<file path="config.mk">
export PLATFORM = sky130hd
export DESIGN_NAME = fpib_blend
export DESIGN_NICKNAME = d
export VERILOG_FILES = /design/src/rtl/core/fpib_pkg.sv /design/src/rtl/core/fpib_blend.sv
export SDC_FILE = /design/constraint.sdc
export NUM_CORES = 1
export LEC_CHECK = 0
export BUFFER_PORTS_ARGS = -buffer_cell sky130_fd_sc_hd__buf_4
export CORE_UTILIZATION = 40
export DETAILED_ROUTE_END_ITERATION = 8
export PLACE_DENSITY = 0.73
export RECOVER_POWER = 25
export SLEW_MARGIN = 20
export SYNTH_ARGS = -nofsm -noshare
export SYNTH_HDL_FRONTEND = slang
export SYNTH_SLANG_ARGS = --single-unit
export TNS_END_PERCENT = 50
</file>
<file path="constraint.sdc">
create_clock -name vclk -period 11.5
set_input_delay 2.3 -clock vclk [all_inputs]
set_output_delay 2.3 -clock vclk [all_outputs]
set_load 0.005 [all_outputs]
</file>
<file path="src/rtl/core/fpib_pkg.sv">
// Shared types and constants of the five-point in-place blur.
package fpib_pkg;

	// Default line store depth, in pixels.
	localparam int MAX_ROW_PIXELS_DEF = 1024;

	// Pixel and field widths.
	localparam int PIX_W  = 32;
	localparam int LANE_W = 8;
	localparam int LANES  = PIX_W / LANE_W;

	// Configuration port.
	localparam int CFG_IDX_W  = 4;
	localparam int CFG_DATA_W = 11;
	localparam int ROW_W_W    = 11;
	localparam int FADE_W     = 2;

	localparam logic [CFG_IDX_W-1:0] REG_ROW_WIDTH = 4'd0;
	localparam logic [CFG_IDX_W-1:0] REG_FADE_MODE = 4'd1;

	localparam logic [ROW_W_W-1:0] ROW_WIDTH_RST = 11'd1024;

	// Fade selection; the unused code behaves as no fade.
	typedef enum logic [FADE_W-1:0] {
		FADE_NONE = 2'd0,
		FADE_UP   = 2'd1,
		FADE_DOWN = 2'd2
	} fade_t;

endpackage

</file>
<file path="src/rtl/core/fpib_blend.sv">
// Per-byte five-point weighted sum, divide by eight and saturating fade.
module fpib_blend (
	input  logic [fpib_pkg::PIX_W-1:0] center,
	input  logic [fpib_pkg::PIX_W-1:0] right,
	input  logic [fpib_pkg::PIX_W-1:0] below,
	input  logic [fpib_pkg::PIX_W-1:0] above,
	input  logic [fpib_pkg::PIX_W-1:0] left,
	input  fpib_pkg::fade_t            fade,
	output logic [fpib_pkg::PIX_W-1:0] result
);
	import fpib_pkg::*;

	// Five bytes with the center weighted by four sum to at most 2040.
	localparam int SUM_W = LANE_W + 3;

	always_comb begin
		logic [SUM_W-1:0]  sum;
		logic [LANE_W-1:0] avg;
		logic [LANE_W-1:0] faded;
		result = '0;
		for (int k = 0; k < LANES; k++) begin
			sum = SUM_W'(below[k*LANE_W +: LANE_W]) + SUM_W'(above[k*LANE_W +: LANE_W])
			    + SUM_W'(left[k*LANE_W +: LANE_W]) + SUM_W'(right[k*LANE_W +: LANE_W])
			    + {1'b0, center[k*LANE_W +: LANE_W], 2'b00};
			avg = sum[SUM_W-1:3];
			case (fade)
				FADE_UP: begin
					faded = (avg == '1) ? avg : avg + LANE_W'(1);
				end
				FADE_DOWN: begin
					faded = (avg == '0) ? avg : avg - LANE_W'(1);
				end
				default: begin
					faded = avg;
				end
			endcase
			result[k*LANE_W +: LANE_W] = faded;
		end
	end

endmodule

</file>
==> qor.txt <==
Reg area = 0 µm²
Initial Util = 40.8%
N_diodes = 0
Crit path time final = 9610 ps
Routability congestion estimate = 0.891
Cell count after synthesis = 893
DRC Markers = 0
Synth Warn # = 0
Final Instance Count excl. Fillers = 1282
Slowest cell on crit path = xnor2_1
Gate power share = 100.0%
Mapped Avg Cell Area = 7.23 µm²
Vias in the first global route = 6074
Crit path cell chain = buf_4 > inv_1 > fa_1 > inv_1 > fa_1 > fa_1 > and4bb_2 > inv_2 > fa_1 > and2b_2 > o22ai_1 > xnor2_1 > nand4_1 > nor4_4 > nor4_2 > mux2_1 > a221o_1 > buf_4
Unique cell type count in the Yosys netlist = 72
Data arrival time of the critical path = 7310 ps
Crit-path max cell delay = 620 ps
FF+latch count = 0
Post-CTS Resized = 0
Commonest non-fill, non-tap cell in the layout = inv_1
Worst-Margin Slew = 1060 ps
Overflow after GRT = 0
Worst setup EP type = output pin
Core Area = 15800 µm²
Routed len/inst = 12.2 µm
Crit Path Class = input pin to output pin
RSZ-0062 raised after global routing = false
Largest net degree at the start of global routing = 53
CP dominant cell by count = fa_1
CP startpoint kind = input pin
Die area = 16700 µm²
Pint = 0.000721 W
Clock buffer cells = 0
Pins Over Slew Limit = 0
Die W = 129 µm
Worst VDD drop = 0.100 mV
First-pass GRT wire length = 26300 µm
Max-cap viol count = 0
Post-CTS setup buffer count = 0
GRT Total Usage = 18.5%
Register area share after synthesis = 0%
Cell Area, Synth = 6460 µm²
I/O pin count = 194
NetSw = 0.00107 W
Hold crit path type = input pin to output pin
Vias/cell = 5.17
Setup TNS = 0 ps
Status = completed
Net Sw Frac = 59.7%
First-pass DRT Iterations = 5
Clk pwr share = 0%
Placement Rows = 46
PwrDens = 222 nW/µm²
Nets = 1372
Fmax achieved = 0.104 GHz
Part of the power in registers = 0%
Final WL = 15700 µm
Die H = 129 µm
Syn Nets = 1197
Final Hold Viols = 0
Final ANT Viol Nets = 0
Share of layout cells above drive strength 1 = 20.8%
# setup viols final = 0
HPWL Detailed = 13100 µm
Min Hold Slack = 5320 ps
# port buffers = 194
Period utilization = 83.6%
Commonest non-fill, non-tap cells in the layout = inv_1 (263), buf_4 (193), fa_1 (88)
Initial antenna violation count = 0
Worst EP required = 9200 ps
Routed via count = 6622
Area growth syn-to-layout = 25.1%
Placed insts = 1282
Hold buffer count at CTS = 0
Iter 0 DRT Violations = 358
CP Max Fanout = 10
Lkg Pwr = 4.37 nW
Max_slew headroom = 28.9%
-- cells in the mapped netlist, drive strengths merged (10+ instances only) --
library cell,instances,area share (%)
inv,264,15
fa,88,27
nand2,58,3.4
ha,54,10
nor2,46,2.7
a21oi,37,2.9
nand3,34,2.6
o21ai,33,2.7
clkbuf,18,1.0
nand4,18,1.8
nor3,18,1.4
xnor2,16,2.3
o22ai,12,1.2
a31oi,11,1.1
and3,10,0.99
nor4,10,1.6
xor2,10,1.5
-- area by class of cell --
| class | instances | area (µm²) |
|---|---|---|
| tap | 216 | 270 |
| fill | 1600 | 7750 |
| timing repair buffer | 197 | 1460 |
| inverter | 265 | 995 |
| multi-input combinational | 604 | 5350 |
-- worst paths after layout --
kind | endpoint | from | cells after the start
min | result[31] | center[31] | 6
max | result[3] | center[0] | 18
-- power by group through the flow --
stage / Combinational (W) / Clock (W) / Sequential [W]
after floorplan: 0.00130 / 0 / 0
after CTS: 0.00180 / 0 / 0
after detailed placement: 0.00179 / 0 / 0
final: 0.00179 / 0 / 0
after global routing: 0.00201 / 0 / 0
after global placement: 0.00177 / 0 / 0
-- layer usage --
metal / wire, µm / track usage (%)
met3: 661 / 0.991
met2: 7960 / 34.4
met1: 6940 / 24.6
met4: 93 / 1.18
met5: 0 / 0
-- cells by family (layout without fill, tap and decap cells) --
logic type      Yosys count  count (layout)  share of synthesized area [%]
compound gates          176             176                           18.6
mux                      14              14                           2.27
xor+xnor                 26              26                           3.76
simple gates            246             246                           20.7
buf+inv                 289             462                           17.0
fa+ha+maj               142             142                           37.7
-- worst max-delay path: cells and delay by family --
kind / cells / cell delay (ps)
AO/OA/AOI/OAI: 2 / 380
AND/OR/NAND/NOR: 5 / 1390
adder cells (fa/ha/maj): 4 / 1920
XOR/XNOR: 1 / 620
multiplexers: 1 / 320
buffers and inverters: 5 / 390
-- stage by stage --
stage	util [%]	area (µm²)	total power [W]	worst slack [ps]
floorplan	-	6460	0.00130	2630
global placement	51.2	8110	0.00177	2130
detailed placement	51.2	8110	0.00179	1990
CTS	51.2	8110	0.00180	1970
global route	51.0	8080	0.00201	1570
finish	51.0	8080	0.00179	1890
Power figures use the tool's default switching activity.
